### src/rtl/rfpd_pkg.sv
// ----------------------------------------------------------------------------
// rfpd_pkg: shared types and constants for the rf power sample to dbm core
// fixed field widths, calibration limits, register indexes and fsm states
// ----------------------------------------------------------------------------
package rfpd_pkg;

  localparam int unsigned SAMPLE_W    = 10;
  localparam int unsigned READING_W   = 16;
  localparam int unsigned SUM_W       = 16;
  localparam int unsigned CFG_W       = 8;
  localparam int unsigned CFG_IDX_W   = 2;
  // 1024 * slope as a divisor
  localparam int unsigned SLOPE_SHIFT = 10;
  localparam int unsigned DEN_W       = CFG_W + SLOPE_SHIFT;
  // millivolts = avg * ref_mv / 1024
  localparam int unsigned RAW_SHIFT   = 10;
  localparam int unsigned MILLI       = 1000;

  localparam logic [CFG_W-1:0] SLOPE_MIN = 8'd160;
  localparam logic [CFG_W-1:0] SLOPE_MAX = 8'd180;
  localparam logic [CFG_W-1:0] SLOPE_DEF = 8'd173;
  localparam logic [CFG_W-1:0] ICPT_MIN  = 8'd65;
  localparam logic [CFG_W-1:0] ICPT_MAX  = 8'd75;
  localparam logic [CFG_W-1:0] ICPT_DEF  = 8'd68;
  localparam logic             RAW_DEF   = 1'b0;

  localparam logic [READING_W-1:0] CENTI      = 16'd100;
  localparam logic [READING_W-1:0] DBM_OFFSET = 16'd1995;

  typedef enum logic [CFG_IDX_W-1:0] {
    CFG_SLOPE     = 2'd0,
    CFG_INTERCEPT = 2'd1,
    CFG_RAW_MODE  = 2'd2
  } cfg_idx_e;

  typedef enum logic [2:0] {
    ST_ACC,
    ST_AVG,
    ST_MUL,
    ST_DIV,
    ST_OUT
  } state_e;

  typedef struct packed {
    logic busy;
    logic done;
  } div_status_t;

endpackage

### src/rtl/rfpd_sample_if.sv
// ----------------------------------------------------------------------------
// rfpd_sample_if: input channel carrying one adc conversion per item
// valid/ready handshake, item moves when both are high
// ----------------------------------------------------------------------------
interface rfpd_sample_if;
  logic                          valid;
  logic                          ready;
  logic [rfpd_pkg::SAMPLE_W-1:0] sample;

  modport source (output valid, output sample, input ready);
  modport sink (input valid, input sample, output ready);
endinterface

### src/rtl/rfpd_reading_if.sv
// ----------------------------------------------------------------------------
// rfpd_reading_if: output channel carrying one power reading per item
// valid/ready handshake, item moves when both are high
// ----------------------------------------------------------------------------
interface rfpd_reading_if;
  logic                                  valid;
  logic                                  ready;
  logic signed [rfpd_pkg::READING_W-1:0] reading;
  logic                                  reading_is_raw;

  modport source (output valid, output reading, output reading_is_raw, input ready);
  modport sink (input valid, input reading, input reading_is_raw, output ready);
endinterface

### src/rtl/rfpd_serial_div.sv
// ----------------------------------------------------------------------------
// rfpd_serial_div: restoring divider, one quotient bit per cycle
// loads on start, steps through every dividend bit, pulses done with the quotient held
// ----------------------------------------------------------------------------
module rfpd_serial_div #(
  parameter int unsigned NUM_W = 32,
  parameter int unsigned DEN_W = 18
) (
  input  logic                      clk_i,
  input  logic                      rst_ni,
  input  logic                      start_i,
  input  logic [NUM_W-1:0]          num_i,
  input  logic [DEN_W-1:0]          den_i,
  output logic [NUM_W-1:0]          quot_o,
  output rfpd_pkg::div_status_t     status_o
);
  import rfpd_pkg::*;

  localparam int unsigned CNT_W = (NUM_W > 1) ? $clog2(NUM_W) : 1;
  localparam logic [CNT_W-1:0] LAST_STEP = CNT_W'(NUM_W - 1);

  logic [NUM_W-1:0] num_q, num_d;
  logic [DEN_W-1:0] rem_q, rem_d;
  logic [DEN_W-1:0] den_q;
  logic [CNT_W-1:0] cnt_q, cnt_d;
  logic             busy_q, busy_d;
  logic             done_q, done_d;
  logic [DEN_W:0]   trial;
  logic [DEN_W:0]   diff;
  logic             qbit;

  // shift the next dividend bit into the partial remainder
  assign trial = {rem_q, num_q[NUM_W-1]};
  assign diff  = trial - {1'b0, den_q};
  assign qbit  = (trial >= {1'b0, den_q});

  always_comb begin
    num_d  = num_q;
    rem_d  = rem_q;
    cnt_d  = cnt_q;
    busy_d = busy_q;
    done_d = 1'b0;
    if (start_i) begin
      num_d  = num_i;
      rem_d  = '0;
      cnt_d  = '0;
      busy_d = 1'b1;
    end else if (busy_q) begin
      num_d = {num_q[NUM_W-2:0], qbit};
      rem_d = qbit ? diff[DEN_W-1:0] : trial[DEN_W-1:0];
      cnt_d = cnt_q + 1'b1;
      if (cnt_q == LAST_STEP) begin
        busy_d = 1'b0;
        done_d = 1'b1;
      end
    end
  end

  always_ff @(posedge clk_i or negedge rst_ni) begin
    if (!rst_ni) begin
      busy_q <= 1'b0;
      done_q <= 1'b0;
      cnt_q  <= '0;
    end else begin
      busy_q <= busy_d;
      done_q <= done_d;
      cnt_q  <= cnt_d;
    end
  end

  always_ff @(posedge clk_i) begin
    num_q <= num_d;
    rem_q <= rem_d;
    if (start_i) begin
      den_q <= den_i;
    end
  end

  assign quot_o        = num_q;
  assign status_o.busy = busy_q;
  assign status_o.done = done_q;

endmodule

### src/rtl/rf_power_sample_to_dbm_core.sv
// ----------------------------------------------------------------------------
// rf_power_sample_to_dbm_core: windowed log-detector average to mV or centi-dBm
// throughput: one sample item per cycle inside a window; the item that closes
//   a window holds the input off until the result is computed and taken into the output register
// after a window ends the serial divider (one bit a cycle) forms the average,
//   the shift-add multiplier (one bit a cycle) scales it, and in dbm mode the
//   divider runs again for the quotient by 1024 * slope (PROD_W = 32 at 3300 mV)
// reset: sum, count, fsm and output valid clear; cal regs go to 173, 68, raw 0
// ----------------------------------------------------------------------------
module rf_power_sample_to_dbm_core #(
  parameter int unsigned AVG_SAMPLES = 16,
  parameter int unsigned REF_MV      = 3300
) (
  input  logic                               clk_i,
  input  logic                               rst_ni,
  input  logic                               cfg_we_i,
  input  logic [rfpd_pkg::CFG_IDX_W-1:0]     cfg_idx_i,
  input  logic [rfpd_pkg::CFG_W-1:0]         cfg_wdata_i,
  rfpd_sample_if.sink                        sample_i,
  rfpd_reading_if.source                     reading_o
);
  import rfpd_pkg::*;

  // window counter wide enough to hold the window length
  localparam int unsigned CNT_W = $clog2(AVG_SAMPLES + 1);
  localparam logic [CNT_W-1:0] LAST_CNT = CNT_W'(AVG_SAMPLES - 1);

  // largest product avg * ref_mv * 1000 sets the datapath width
  localparam longint unsigned AVG_MAX = (64'd1 << SAMPLE_W) - 64'd1;
  localparam longint unsigned NUM_MAX = AVG_MAX * REF_MV * MILLI;
  localparam int unsigned     PROD_W  = $clog2(NUM_MAX + 64'd1);

  localparam logic [PROD_W-1:0] K_RAW = PROD_W'(REF_MV);
  localparam logic [PROD_W-1:0] K_DBM = PROD_W'(64'(REF_MV) * MILLI);

  localparam int unsigned MUL_CNT_W = $clog2(SAMPLE_W);
  localparam logic [MUL_CNT_W-1:0] MUL_LAST = MUL_CNT_W'(SAMPLE_W - 1);

  localparam logic [DEN_W-1:0] AVG_DEN = DEN_W'(AVG_SAMPLES);

  // calibration registers
  logic [CFG_W-1:0] slope_q;
  logic [CFG_W-1:0] icpt_q;
  logic             raw_q;

  // window accumulation
  logic [SUM_W-1:0] sum_q, sum_d;
  logic [CNT_W-1:0] cnt_q, cnt_d;

  // fsm and datapath
  state_e               state_q, state_d;
  logic [PROD_W-1:0]    acc_q, acc_d;
  logic [PROD_W-1:0]    mcand_q, mcand_d;
  logic [SAMPLE_W-1:0]  mplier_q, mplier_d;
  logic [MUL_CNT_W-1:0] mul_cnt_q, mul_cnt_d;
  logic [READING_W-1:0] res_q, res_d;

  // output register, parts the compute side from the consumer
  logic                 out_valid_q, out_valid_d;
  logic [READING_W-1:0] out_res_q, out_res_d;
  logic                 out_raw_q, out_raw_d;

  // shared divider
  logic              div_start;
  logic [PROD_W-1:0] div_num;
  logic [DEN_W-1:0]  div_den;
  logic [PROD_W-1:0] div_quot;
  div_status_t       div_st;

  logic             in_acc;
  logic             window_end;
  logic [CFG_W-1:0] eff_slope;
  logic [CFG_W-1:0] eff_icpt;
  logic             out_free;

  // out-of-range calibration falls back to the nominal detector values
  assign eff_slope = (slope_q < SLOPE_MIN || slope_q > SLOPE_MAX) ? SLOPE_DEF : slope_q;
  assign eff_icpt  = (icpt_q < ICPT_MIN || icpt_q > ICPT_MAX) ? ICPT_DEF : icpt_q;

  assign sample_i.ready = (state_q == ST_ACC);
  assign in_acc         = sample_i.valid && sample_i.ready;
  assign window_end     = in_acc && (cnt_q == LAST_CNT);
  assign out_free       = !out_valid_q || reading_o.ready;

  // config writes, bits above each register width dropped
  always_ff @(posedge clk_i or negedge rst_ni) begin
    if (!rst_ni) begin
      slope_q <= SLOPE_DEF;
      icpt_q  <= ICPT_DEF;
      raw_q   <= RAW_DEF;
    end else if (cfg_we_i) begin
      case (cfg_idx_e'(cfg_idx_i))
        CFG_SLOPE:     slope_q <= cfg_wdata_i;
        CFG_INTERCEPT: icpt_q  <= cfg_wdata_i;
        CFG_RAW_MODE:  raw_q   <= cfg_wdata_i[0];
        default: ;
      endcase
    end
  end

  always_comb begin
    state_d     = state_q;
    sum_d       = sum_q;
    cnt_d       = cnt_q;
    acc_d       = acc_q;
    mcand_d     = mcand_q;
    mplier_d    = mplier_q;
    mul_cnt_d   = mul_cnt_q;
    res_d       = res_q;
    out_valid_d = out_valid_q;
    out_res_d   = out_res_q;
    out_raw_d   = out_raw_q;
    div_start   = 1'b0;
    div_num     = '0;
    div_den     = AVG_DEN;

    // consumer took the pending result
    if (out_valid_q && reading_o.ready) begin
      out_valid_d = 1'b0;
    end

    case (state_q)
      ST_ACC: begin
        if (in_acc) begin
          sum_d = sum_q + SUM_W'(sample_i.sample);
          cnt_d = cnt_q + 1'b1;
          if (window_end) begin
            // truncated average of the closed window
            div_start = 1'b1;
            div_num   = PROD_W'(sum_d);
            div_den   = AVG_DEN;
            sum_d     = '0;
            cnt_d     = '0;
            state_d   = ST_AVG;
          end
        end
      end
      ST_AVG: begin
        if (div_st.done) begin
          acc_d     = '0;
          mcand_d   = raw_q ? K_RAW : K_DBM;
          mplier_d  = div_quot[SAMPLE_W-1:0];
          mul_cnt_d = '0;
          state_d   = ST_MUL;
        end
      end
      ST_MUL: begin
        // shift-add, one average bit per cycle
        acc_d     = mplier_q[0] ? (acc_q + mcand_q) : acc_q;
        mcand_d   = {mcand_q[PROD_W-2:0], 1'b0};
        mplier_d  = {1'b0, mplier_q[SAMPLE_W-1:1]};
        mul_cnt_d = mul_cnt_q + 1'b1;
        if (mul_cnt_q == MUL_LAST) begin
          if (raw_q) begin
            res_d   = READING_W'(acc_d >> RAW_SHIFT);
            state_d = ST_OUT;
          end else begin
            // quotient by 1024 * slope
            div_start = 1'b1;
            div_num   = acc_d;
            div_den   = DEN_W'({eff_slope, {SLOPE_SHIFT{1'b0}}});
            state_d   = ST_DIV;
          end
        end
      end
      ST_DIV: begin
        if (div_st.done) begin
          // offsets are exact, sum wraps to the 16-bit reading
          res_d   = div_quot[READING_W-1:0]
                    - READING_W'({8'd0, eff_icpt} * CENTI) + DBM_OFFSET;
          state_d = ST_OUT;
        end
      end
      ST_OUT: begin
        if (out_free) begin
          out_valid_d = 1'b1;
          out_res_d   = res_q;
          out_raw_d   = raw_q;
          state_d     = ST_ACC;
        end
      end
      default: state_d = ST_ACC;
    endcase
  end

  always_ff @(posedge clk_i or negedge rst_ni) begin
    if (!rst_ni) begin
      state_q     <= ST_ACC;
      sum_q       <= '0;
      cnt_q       <= '0;
      mul_cnt_q   <= '0;
      out_valid_q <= 1'b0;
    end else begin
      state_q     <= state_d;
      sum_q       <= sum_d;
      cnt_q       <= cnt_d;
      mul_cnt_q   <= mul_cnt_d;
      out_valid_q <= out_valid_d;
    end
  end

  always_ff @(posedge clk_i) begin
    acc_q     <= acc_d;
    mcand_q   <= mcand_d;
    mplier_q  <= mplier_d;
    res_q     <= res_d;
    out_res_q <= out_res_d;
    out_raw_q <= out_raw_d;
  end

  rfpd_serial_div #(
    .NUM_W (PROD_W),
    .DEN_W (DEN_W)
  ) u_div (
    .clk_i    (clk_i),
    .rst_ni   (rst_ni),
    .start_i  (div_start),
    .num_i    (div_num),
    .den_i    (div_den),
    .quot_o   (div_quot),
    .status_o (div_st)
  );

  assign reading_o.valid          = out_valid_q;
  assign reading_o.reading        = $signed(out_res_q);
  assign reading_o.reading_is_raw = out_raw_q;

  // the item that closes a window always starts the average
  a_window_starts_avg: assert property (@(posedge clk_i) disable iff (!rst_ni)
    window_end |=> (state_q == ST_AVG && div_st.busy))
    else $error("window end did not start the average divide");

  // divider only runs for the average or the dbm quotient
  a_div_owned: assert property (@(posedge clk_i) disable iff (!rst_ni)
    (div_st.busy || div_st.done) |-> (state_q == ST_AVG || state_q == ST_DIV))
    else $error("divider active outside a divide state");

  // window count stays below the window length
  a_cnt_range: assert property (@(posedge clk_i) disable iff (!rst_ni)
    cnt_q <= LAST_CNT)
    else $error("sample count past window length");

  // millivolt readings are never negative
  a_raw_nonneg: assert property (@(posedge clk_i) disable iff (!rst_ni)
    (state_q == ST_OUT && out_free && raw_q) |=> !out_res_q[READING_W-1])
    else $error("negative millivolt reading");

endmodule

### src/flat_wrapper.sv
// flat-port wrapper written by rule: the top's interface ports become plain ports
module rf_power_sample_to_dbm_core_flat import rfpd_pkg::*;
#(
  parameter int unsigned AVG_SAMPLES = 16,
  parameter int unsigned REF_MV      = 3300
)
  (clk_i, rst_ni, cfg_we_i, cfg_idx_i, cfg_wdata_i, sample_i_valid, sample_i_sample, sample_i_ready, reading_o_valid, reading_o_reading, reading_o_reading_is_raw, reading_o_ready);
  rfpd_sample_if sample_i_i ();
  rfpd_reading_if reading_o_i ();
  input  logic clk_i;
  input  logic rst_ni;
  input  logic cfg_we_i;
  input  logic [rfpd_pkg::CFG_IDX_W-1:0] cfg_idx_i;
  input  logic [rfpd_pkg::CFG_W-1:0] cfg_wdata_i;
  input wire logic [$bits(sample_i_i.valid)-1:0] sample_i_valid;
  input wire logic [$bits(sample_i_i.sample)-1:0] sample_i_sample;
  output wire logic [$bits(sample_i_i.ready)-1:0] sample_i_ready;
  output wire logic [$bits(reading_o_i.valid)-1:0] reading_o_valid;
  output wire logic [$bits(reading_o_i.reading)-1:0] reading_o_reading;
  output wire logic [$bits(reading_o_i.reading_is_raw)-1:0] reading_o_reading_is_raw;
  input wire logic [$bits(reading_o_i.ready)-1:0] reading_o_ready;
  assign sample_i_i.valid = sample_i_valid;
  assign sample_i_i.sample = sample_i_sample;
  assign sample_i_ready = sample_i_i.ready;
  assign reading_o_valid = reading_o_i.valid;
  assign reading_o_reading = reading_o_i.reading;
  assign reading_o_reading_is_raw = reading_o_i.reading_is_raw;
  assign reading_o_i.ready = reading_o_ready;
  rf_power_sample_to_dbm_core #(.AVG_SAMPLES(AVG_SAMPLES), .REF_MV(REF_MV)) u_core (.clk_i(clk_i), .rst_ni(rst_ni), .cfg_we_i(cfg_we_i), .cfg_idx_i(cfg_idx_i), .cfg_wdata_i(cfg_wdata_i), .sample_i(sample_i_i), .reading_o(reading_o_i));
endmodule
### config.mk
export PLATFORM = sky130hd
export DESIGN_NAME = rf_power_sample_to_dbm_core_flat
export DESIGN_NICKNAME = d
export VERILOG_FILES = /design/src/rtl/rfpd_pkg.sv /design/src/rtl/rfpd_sample_if.sv /design/src/rtl/rfpd_reading_if.sv /design/src/rtl/rfpd_serial_div.sv /design/src/rtl/rf_power_sample_to_dbm_core.sv /design/src/flat_wrapper.sv
export SDC_FILE = /design/constraint.sdc
export NUM_CORES = 1
export LEC_CHECK = 0
export BUFFER_PORTS_ARGS = -buffer_cell sky130_fd_sc_hd__buf_2
export CAP_MARGIN = 20
export CORE_MARGIN = 3
export CORE_UTILIZATION = 45
export CTS_CLUSTER_SIZE = 25
export DETAILED_ROUTE_END_ITERATION = 8
export GPL_TIMING_DRIVEN = 0
export PLACE_DENSITY = 0.65
export SLEW_MARGIN = 20
export SYNTH_ARGS = -nofsm -noshare
export SYNTH_HDL_FRONTEND = slang
export SYNTH_SLANG_ARGS = --single-unit
### constraint.sdc
create_clock -name clk_i -period 7.6 [get_ports clk_i]
set_clock_uncertainty 0.15 [all_clocks]
set_input_delay 1.52 -clock clk_i [delete_from_list [all_inputs] [get_ports clk_i]]
set_output_delay 1.52 -clock clk_i [all_outputs]
set_load 0.05 [all_outputs]
==> summary.md, run 1 <==
- **total setup buffers inserted after CTS** 0
- **post-route minimum period** 5.79 ns
- **Cell Area, Placed** 0.0140 mm2
- **Mapped Avg Cell Area** 10.3 um2
- **post-route DRC violation count** 0
- **Post-Place Worst Slack** 1.81 ns
- **number of hold buffers added after CTS** 0
- **setup repair after global routing missed its margin** no
- **global-route wire length before repair** 51800 um
- **Diodes inserted** 0
- **initial antenna violation count** 0
- **routability cong.** 0.908
- **flop and latch count out of synthesis** 215
- **Critical Path Source Type** register
- **aggregate global-route resource usage** 20.9%
- **cell area after synthesis** 0.0131 mm2
- **final-layout setup total negative slack** 0 ns
- **fillers** 2600
- **clock network latency to the later pin of the worst-skew pair** 0.55 ns
- **total die area** 0.0312 mm2
- **H-tree lvl count** 1
- **Unique masters post-synth** 86
- **critical path endpoint category** register
- **share of the yosys chip area belonging to registers** 46.0%
- **minimum hold slack** 0.269 ns
- **outcome** completed
- **type of the most critical hold path** register to register
- **type of the worst setup path** register to register
- **total clock buffers created by CTS** 25
- **maximum clock insertion buffer count** 3
- **register area** 0.00602 mm2
- **achievable frequency** 173 MHz
- **post-layout instance area** 0.0147 mm2
- **number of iterations in the first detailed-routing pass** 7
- **Die Span X** 177 um
- **data required time of the worst path** 7.71 ns
- **area occupied by multi-input gates** 0.00665 mm2
- **Overflow after GRT** 0
- **post-synthesis instance total** 1275
- **starting density of the core** 46.4%
- **remaining antenna violation count** 0
- **Sink Count** 215
- **vias in the first global route** 9563
- **number of setup violations in the final report** 0
- **data arrival time of the critical path** 5.90 ns
- **Wirelength per Cell** 18.6 um
- **final worst slack** 1.81 ns
- **average via count per standard cell** 5.64
- **normalized max-slew margin** 34.4%
- **Area growth, synth to finish** 12.5%
- **HPWL Detailed** 24400 um
- **fraction of final layout cells with drive strength greater than 1** 10.5%
- **number of placed I/O pins** 44
- **Placement Rows** 61
- **number of I/O port buffers** 43
- **maximum vdd drop** 286 uV
- **core area** 0.0282 mm2
- **pwr/cell area** 399 mW/mm2
- **count of flip-flops with a built-in enable after synthesis** 144
- **Total Routed Length** 32800 um
- **pin slew with the least headroom to its limit** 0.984 ns
- **count of vias placed by the detailed router** 9922
- **Max Transition Viols Final** 0
- **CTS tree** done
- **highest net fanout along the worst path** 4
- **post-layout net count** 1502
- **P_leak** 0.00613 uW
- **max-capacitance violation count** 0
- **share of synthesized registers carrying an async set or reset** 24.7%
- **final critical-path share of the clock period** 76.2%
- **initial DRC count** 750
- **Resized cells post-CTS** 0
- **Root Buffer Master** clkbuf_16
- **pin count of the biggest net entering global routing** 54
- **final hold viol count** 0
- **clock-pin slew reported for the worst setup and hold paths after clock tree synthesis** 0.06 ns
- **Primary FF master, synth** edfxtp_1
- **y dimension of the die** 177 um
- **count of synthesis-stage warnings from yosys** 0
final cells by class:
| cell class | count | area share, % |
|---|---|---|
| multi-input combinational | 948 | 45.1 |
| clock buffer | 39 | 4.81 |
| timing repair buffer | 48 | 2.22 |
| inverter | 75 | 1.91 |
| sequential | 215 | 40.9 |
| buffer | 49 | 1.44 |
| tap | 378 | 3.21 |
| clock inverter | 7 | 0.399 |
routing by layer:
metal	vias to the layer above	track usage [%]	wire length, um
met5	-	0	0
met4	0	7.10	1090
met3	65	2.58	1960
met2	309	32.8	14500
met1	4737	30.2	15200
li1	4811	-	-
worst paths after layout:
path	startpoint	endpoint	slack (ns)	cells after the start
hold reg to reg	u_core.res_q[11]$_DFFE_PP_	u_core.reading_o.reading[11]$_DFFE_PP_	0.27	0
min in group asynchronous	rst_ni	u_core.icpt_q[3]$_DFFE_PN0P_	0.88	1
setup reg to reg	u_core.icpt_q[6]$_DFFE_PN1P_	u_core.res_q[15]$_DFFE_PP_	1.81	22
hold / removal	u_core.res_q[11]$_DFFE_PP_	u_core.reading_o.reading[11]$_DFFE_PP_	0.27	0
max in group asynchronous	rst_ni	u_core.sum_q[1]$_DFFE_PN0P_	5.93	1
setup / recovery	u_core.icpt_q[6]$_DFFE_PN1P_	u_core.res_q[15]$_DFFE_PP_	1.81	22
cell usage after synthesis (18+ instances only):
| cell type | n | area, um2 |
|---|---|---|
| xnor2_1 | 46 | 403 |
| mux2i_1 | 32 | 320 |
| mux2_2 | 19 | 214 |
| a21oi_1 | 84 | 420 |
| dfxtp_1 | 18 | 360 |
| nor3_1 | 19 | 95.1 |
| nor2_1 | 105 | 394 |
| dfrtp_1 | 46 | 1150 |
| a21o_1 | 27 | 203 |
| ha_1 | 109 | 1360 |
| clkbuf_1 | 36 | 135 |
| and2_1 | 28 | 175 |
| edfxtp_1 | 144 | 4320 |
| inv_1 | 74 | 278 |
| nand2_1 | 120 | 450 |
| o21ai_0 | 63 | 315 |
| nand3_1 | 26 | 130 |
metrics by stage:
stage / std cells / total power, uW / utilization [%]
finish: 1759 / 5880 / 52.2
global route: 1759 / 6300 / 52.2
CTS: 1759 / 5870 / 52.1
detailed placement: 1713 / 4710 / 49.4
global placement: 1708 / 4640 / 49.0
floorplan: 1287 / 3980 / -
critical path, cell delays in order (launching register included):
cell and delay, ns:
dfstp_2 0.52, or4b_2 0.61, nor2_1 0.14, and2_1 0.22, ha_1 0.26, ha_1 0.28, inv_1 0.05, fa_1 0.50
inv_1 0.04, ha_1 0.33, a21oi_1 0.14, nor2_1 0.05, nor2_1 0.15, o21bai_1 0.09, a21oi_1 0.23, xnor2_1 0.10
ha_1 0.28, ha_1 0.35, a211o_1 0.31, nor3_1 0.27, o31ai_1 0.15, xnor2_1 0.21, o211ai_1 0.10
kinds of logic (layout without fill, tap and decap cells):
family	after synthesis	in the layout	share of synthesized area, %
mux	51	51	4.08
other cells	2	14	0.0573
buf+inv	124	218	3.77
xor+xnor	63	63	4.21
simple gates	397	397	15.0
fa+ha+maj	115	115	11.3
compound gates	308	308	15.6
flops	215	215	46.0
where the power goes:
group	total, uW	internal [uW]	switching [uW]
clock network	1140	645	500
logic	2790	1130	1670
registers	1940	1690	246
total	5880	3470	2410
cell usage in the layout, fill, tap and decap left out, types with 15 or more instances in the layout:
cell type and count:
mux2_2 19, a21o_1 27, clkbuf_1 47, or3_1 15, and3_1 15, nor3_1 19, o21ai_0 63, buf_2 44
ha_1 109, xnor2_1 46, dfrtp_1 46, dfxtp_1 18, clkbuf_16 25, nand3_1 26, a21oi_1 83, xor2_1 17
nor2_1 105, nand2_1 119, mux2i_1 32, a31oi_1 17, edfxtp_1 144, inv_1 74, and2_1 28
sequential cells by signal, indices dropped and copies added (netlist names), 8 cells and up:
name	count
u_core.u_div.quot_o	32
u_core.acc_q	30
u_core.mcand_q	30
u_core.u_div.rem_q	18
u_core.reading_o.reading	16
u_core.res_q	16
u_core.sum_q	16
u_core.mplier_q	10
u_core.u_div.den_q	9
u_core.icpt_q	8
u_core.slope_q	8
No activity file was read; power rests on OpenSTA's default activity.
==> inputs of run 2 (changes only) <==
clock period = 5.9 ns   (was 7.6 ns; I/O delays follow)
==> summary.md, run 2 (synthesized netlist as in run 1, its figures left out) <==
- **flip-flop count of the largest register, all copies and words added** 32, unchanged
- **clock network latency to the later pin of the worst-skew pair** 0.54 ns, about the same
- **initial DRC count** 778, +3.7%
- **max-capacitance violation count** 0, unchanged
- **commonest non-fill, non-tap cells in the layout** edfxtp_1 (144), nand2_1 (119), ha_1 (109)
- **highest net fanout along the worst path** 4, unchanged
- **pwr/cell area** 514 mW/mm2, +29%
- **switching share of power** 41.0%, about the same
- **number of setup violations in the final report** 0, unchanged
- **starting density of the core** 46.4%, unchanged
- **aggregate global-route resource usage** 20.9%, unchanged
- **final hold viol count** 0, unchanged
- **Die Span X** 177 um, unchanged
- **Root Buffer Master** clkbuf_16
- **post-route DRC violation count** 0, unchanged
- **P_leak** 0.00614 uW, +0.22%
- **count of vias placed by the detailed router** 9922, unchanged
- **achievable frequency** 182 MHz, +5.5%
- **routability cong.** 0.908, unchanged
- **total clock buffers created by CTS** 25, unchanged
- **Area growth, synth to finish** 12.9%
- **number of placed I/O pins** 44, unchanged
- **pin slew with the least headroom to its limit** 0.992 ns, +0.00806 ns
- **number of I/O port buffers** 43, unchanged
- **R2R setup slack** 0.41 ns, -1.40 ns
- **fillers** 2596, -0.15%
- **normalized max-slew margin** 33.9%, -0.54 points
- **area occupied by multi-input gates** 0.00670 mm2, +0.79%
- **number of iterations in the first detailed-routing pass** 5, -2
- **clock-pin slew reported for the worst setup and hold paths after clock tree synthesis** 0.06 ns, about the same
- **remaining antenna violation count** 0, unchanged
- **global-route wire length before repair** 51800 um, unchanged
- **post-layout net count** 1502, unchanged
- **final critical-path share of the clock period** 93.0%, +17 points
- **Post-Place Worst Slack** 0.108 ns, -1.70 ns
- **sequential share of power** 32.9%, about the same
- **average via count per standard cell** 5.64, unchanged
- **combinational share of power** 47.7%, +0.2 points
- **type of the worst setup path** register to register
- **fraction of final layout cells with drive strength greater than 1** 11.3%, +0.80 points
- **HPWL Detailed** 24400 um, unchanged
- **Wirelength per Cell** 18.7 um, +0.18%
- **leading cell type in the layout, fill and taps excluded** edfxtp_1
- **y dimension of the die** 177 um, unchanged
- **Critical Path Source Type** register
- **CTS tree** done
- **initial antenna violation count** 0, unchanged
- **minimum hold slack** 0.268 ns, -0.00161 ns
- **data arrival time of the critical path** 5.59 ns, -0.31 ns
- **outcome** completed
- **Max Transition Viols Final** 0, unchanged
- **core area** 0.0282 mm2, unchanged
- **pin count of the biggest net entering global routing** 54, unchanged
- **Overflow after GRT** 0, unchanged
- **vias in the first global route** 9563, unchanged
- **maximum vdd drop** 368 uV, +28%
- **sw power** 3120 uW, +29%
- **critical path endpoint category** register
- **register area** 0.00602 mm2, unchanged
- **final worst slack** 0.413 ns, -1.40 ns
- **maximum clock insertion buffer count** 3, unchanged
- **setup repair after global routing missed its margin** no
- **total die area** 0.0312 mm2, unchanged
- **H-tree lvl count** 1, unchanged
- **Clock Power Share** 19.4%, about the same
- **Total Routed Length** 32800 um, +0.18%
- **Sink Count** 215, unchanged
- **Placement Rows** 61, unchanged
- **data required time of the worst path** 6.01 ns, -1.70 ns
- **type of the most critical hold path** register to register
- **Diodes inserted** 0, unchanged
- **post-route minimum period** 5.49 ns, -0.302 ns
- **internal power component** 4480 uW, +29%
==> run 2: cell counts in the layout (fill, tap and decap cells not counted) <==
No cell type changed its count.
==> run 2: area by class of cell <==
cell class                 instances  share of cell area (%)
buffer                            49                    1.44
clock buffer                      39                    4.79
clock inverter                     7                   0.398
inverter                          75                    1.90
multi-input combinational        948                    45.3
sequential                       215                    40.7
tap                              378                    3.20
timing repair buffer              48                    2.21
==> run 2: power by group through the flow <==
stage               combinational, uW  sequential, uW  clock, uW
floorplan                        2720            2410          0
global placement                 3450            2520          0
detailed placement               3550            2510          0
CTS                              3570            2490       1500
global route                     4040            2550       1560
finish                           3620            2500       1470
==> run 2: final timing paths <==
check,depth (start not counted),endpoint,start
setup / recovery,22,u_core.res_q[15]$_DFFE_PP_,u_core.icpt_q[6]$_DFFE_PN1P_
hold / removal,0,u_core.reading_o.reading[11]$_DFFE_PP_,u_core.res_q[11]$_DFFE_PP_
setup reg to reg,22,u_core.res_q[15]$_DFFE_PP_,u_core.icpt_q[6]$_DFFE_PN1P_
hold reg to reg,0,u_core.reading_o.reading[11]$_DFFE_PP_,u_core.res_q[11]$_DFFE_PP_
max in group asynchronous,1,u_core.sum_q[1]$_DFFE_PN0P_,rst_ni
min in group asynchronous,1,u_core.icpt_q[3]$_DFFE_PN0P_,rst_ni
==> run 2: per-stage QoR <==
stage / util, % / cells / total power, uW / TNS (ns) / cell area [um2]
after floorplan: - / 1287 / 5130 / 0 / 13100
after global placement: 49.0 / 1708 / 5970 / -71.04 / 13800
after detailed placement: 49.4 / 1713 / 6060 / 0 / 14000
after CTS: 52.1 / 1759 / 7560 / 0 / 14700
after global routing: 52.3 / 1759 / 8140 / 0 / 14800
final: 52.3 / 1759 / 7600 / 0 / 14800
==> run 2: worst max-delay path, cell delays in order (launching register included) <==
cell      delay, ns
dfstp_2        0.52
or4b_4         0.49
nor2_4         0.11
and2_2         0.19
ha_1           0.24
ha_1           0.28
inv_1          0.05
fa_1           0.50
inv_1          0.04
ha_1           0.34
a21oi_1        0.16
nor2_1         0.05
nor2_1         0.15
o21bai_1       0.11
a21oi_2        0.19
xnor2_1        0.09
ha_1           0.27
ha_1           0.35
a211o_1        0.32
nor3_2         0.20
o31ai_1        0.13
xnor2_1        0.19
o211ai_1       0.10
==> run 2: what timing repair did <==
action	CTS	global route
gates resized for setup	0	14
hold endpoints to repair	0	0
setup buffers	0	0
hold buffers	0	0
setup endpoints to repair	0	4
==> run 2: routing by layer <==
metal,vias up,GRT usage (%),wire length [um]
li1,4819,-,-
met1,4717,30.2,15100
met2,323,32.8,14600
met3,63,2.58,2020
met4,0,7.10,1090
met5,-,0,0
==> inputs of run 3 (changes only) <==
CAP_MARGIN = 10   (was 20)
CORE_UTILIZATION = 30   (was 45)
PLACE_DENSITY = 0.48   (was 0.65)
==> summary.md, run 3 (synthesized netlist as in run 1, its figures left out) <==
- **number of setup violations in the final report** 0, unchanged
- **fraction of final layout cells with drive strength greater than 1** 11.6%, +0.27 points
- **achievable frequency** 185 MHz, +1.3%
- **HPWL Detailed** 26500 um, +8.9%
- **count of vias placed by the detailed router** 9823, -1.0%
- **leading cell type in the layout, fill and taps excluded** edfxtp_1
- **routability cong.** 0.867, -4.5%
- **Root Buffer Master** clkbuf_16
- **hold path startpoint** u_core.res_q[6]$_DFFE_PP_
- **number of iterations in the first detailed-routing pass** 5, unchanged
- **global-route wire length before repair** 55700 um, +7.5%
- **worst setup path startpoint** u_core.icpt_q[6]$_DFFE_PN1P_
- **fillers** 4292, +65%
- **Overflow after GRT** 0, unchanged
- **initial DRC count** 549, -29%
- **number of hold buffers added after CTS** 0, unchanged
- **Cell Area, Placed** 0.0142 mm2, +1.9%
- **data arrival time of the critical path** 5.54 ns, -0.05 ns
- **overall power after layout** 7820 uW, +2.9%
- **Wirelength per Cell** 18.0 um, -3.6%
- **flip-flop count of the largest register, all copies and words added** 32, unchanged
- **data required time of the worst path** 6.02 ns, about the same
- **total die area** 0.0462 mm2, +48%
- **post-route minimum period** 5.42 ns, -0.0696 ns
- **Die Span X** 215 um, +22%
- **worst reg2reg startpoint** u_core.icpt_q[6]$_DFFE_PN1P_
- **final core utilization** 35.7%, -17 points
- **final critical-path share of the clock period** 91.8%, -1.2 points
- **Total Routed Length** 35300 um, +7.5%
- **clock-pin slew reported for the worst setup and hold paths after clock tree synthesis** 0.06 ns, about the same
- **type of the worst setup path** register to register
- **pwr/cell area** 515 mW/mm2, +0.31%
- **post-route DRC violation count** 0, unchanged
- **core area** 0.0425 mm2, +51%
- **register area** 0.00602 mm2, unchanged
- **Post-Place Worst Slack** 0.0350 ns, -0.0726 ns
- **area occupied by multi-input gates** 0.00671 mm2, +0.13%
- **H-tree lvl count** 1, unchanged
- **final worst slack** 0.483 ns, +0.0696 ns
- **maximum clock insertion buffer count** 3, unchanged
- **average via count per standard cell** 5.01, -11%
- **Max Transition Viols Final** 0, unchanged
- **CTS tree** done
- **vias in the first global route** 9774, +2.2%
- **Placed Cells** 1912, +12%
- **Critical Path Source Type** register
- **critical path endpoint category** register
- **remaining antenna violation count** 0, unchanged
- **Sink Count** 215, unchanged
- **aggregate global-route resource usage** 15.1%, -5.8 points
- **post-layout instance area** 0.0152 mm2, +2.6%
- **Cell Count, Final, Fillers Out** 1961, +11%
- **number of placed I/O pins** 44, unchanged
- **Area growth, synth to finish** 15.8%
- **post-layout net count** 1503, +0.067%
- **commonest non-fill, non-tap cells in the layout** edfxtp_1 (144), nand2_1 (119), ha_1 (108)
- **total setup buffers inserted after CTS** 0, unchanged
- **max-capacitance violation count** 0, unchanged
- **y dimension of the die** 215 um, +22%
- **pin count of the biggest net entering global routing** 54, unchanged
- **outcome** completed
- **normalized max-slew margin** 34.6%, +0.74 points
- **highest net fanout along the worst path** 4, unchanged
- **type of the most critical hold path** register to register
- **initial antenna violation count** 0, unchanged
- **clock network latency to the later pin of the worst-skew pair** 0.55 ns, about the same
- **total clock buffers created by CTS** 26, +4.0%
- **Placement Rows** 75, +23%
- **setup repair after global routing missed its margin** no
- **pin slew with the least headroom to its limit** 0.981 ns, -0.0111 ns
- **starting density of the core** 30.8%, -16 points
- **number of I/O port buffers** 43, unchanged
- **Resized cells post-CTS** 0, unchanged
- **maximum vdd drop** 216 uV, -41%
- **P_leak** 0.00620 uW, +0.94%
- **final hold viol count** 0, unchanged
-- run 3: cell types whose count changed in the layout (fill, tap and decap cells not counted), moves of 2 or more --
cell       delta
clkinv_1      +3
bufinv_16     +3
clkbuf_16     +2
and2_2        -2
clkbuf_1      -5
clkbuf_8      -2
-- run 3: layer usage --
layer | vias up | part of all wire [%] | track usage [%]
met5 | - | 0 | 0
met4 | 0 | 2.5 | 4.17
met3 | 42 | 3.9 | 2.13
met2 | 177 | 44 | 23.5
met1 | 4788 | 50 | 22.0
li1 | 4816 | - | -
-- run 3: layout make-up --
class	instances	area share, %
multi-input cells	948	44.3
flip-flops and latches	215	39.7
well taps	577	4.76
clock buffers	34	4.69
repair buffers	48	2.24
inverters	75	1.86
plain buffers	49	1.40
clock inverters	14	1.08
diodes	1	0.0165
-- run 3: worst max-delay path, stage by stage (launching register included) --
cell	delay (ns)
dfstp_2	0.53
or4b_4	0.48
a21oi_1	0.15
and2_1	0.24
ha_1	0.26
ha_1	0.30
ha_1	0.32
fa_1	0.47
a21oi_1	0.17
nor2_1	0.06
nor2_2	0.11
o21bai_1	0.09
a21oi_2	0.17
xnor2_1	0.10
ha_1	0.31
ha_4	0.27
a211o_1	0.31
nor3_2	0.20
o31ai_1	0.12
xnor2_1	0.22
o211ai_1	0.12
-- run 3: metrics by stage --
stage	hold WS, ns	TNS, ns
final	0.268	0
after global routing	0.274	0
after CTS	0.269	0
after detailed placement	0.255	0
after global placement	0.256	-94.07
after floorplan	0.250	0
-- run 3: power by group --
| part | switching, uW | internal [uW] |
|---|---|---|
| Sequential | 316 | 2180 |
| Clock | 675 | 985 |
| Combinational | 2170 | 1490 |
-- run 3: final timing paths --
path                                                          to  slack, ns  cells after the start
hold reg to reg            u_core.reading_o.reading[6]$_DFFE_PP_       0.27                      0
min in group asynchronous      u_core.u_div.cnt_q[1]$_DFFE_PN0P_       0.55                      1
setup reg to reg                      u_core.res_q[15]$_DFFE_PP_       0.48                     20
max in group asynchronous        u_core.mul_cnt_q[0]$_DFFE_PN0P_       4.53                      1
setup / recovery                      u_core.res_q[15]$_DFFE_PP_       0.48                     20
hold / removal             u_core.reading_o.reading[6]$_DFFE_PP_       0.27                      0
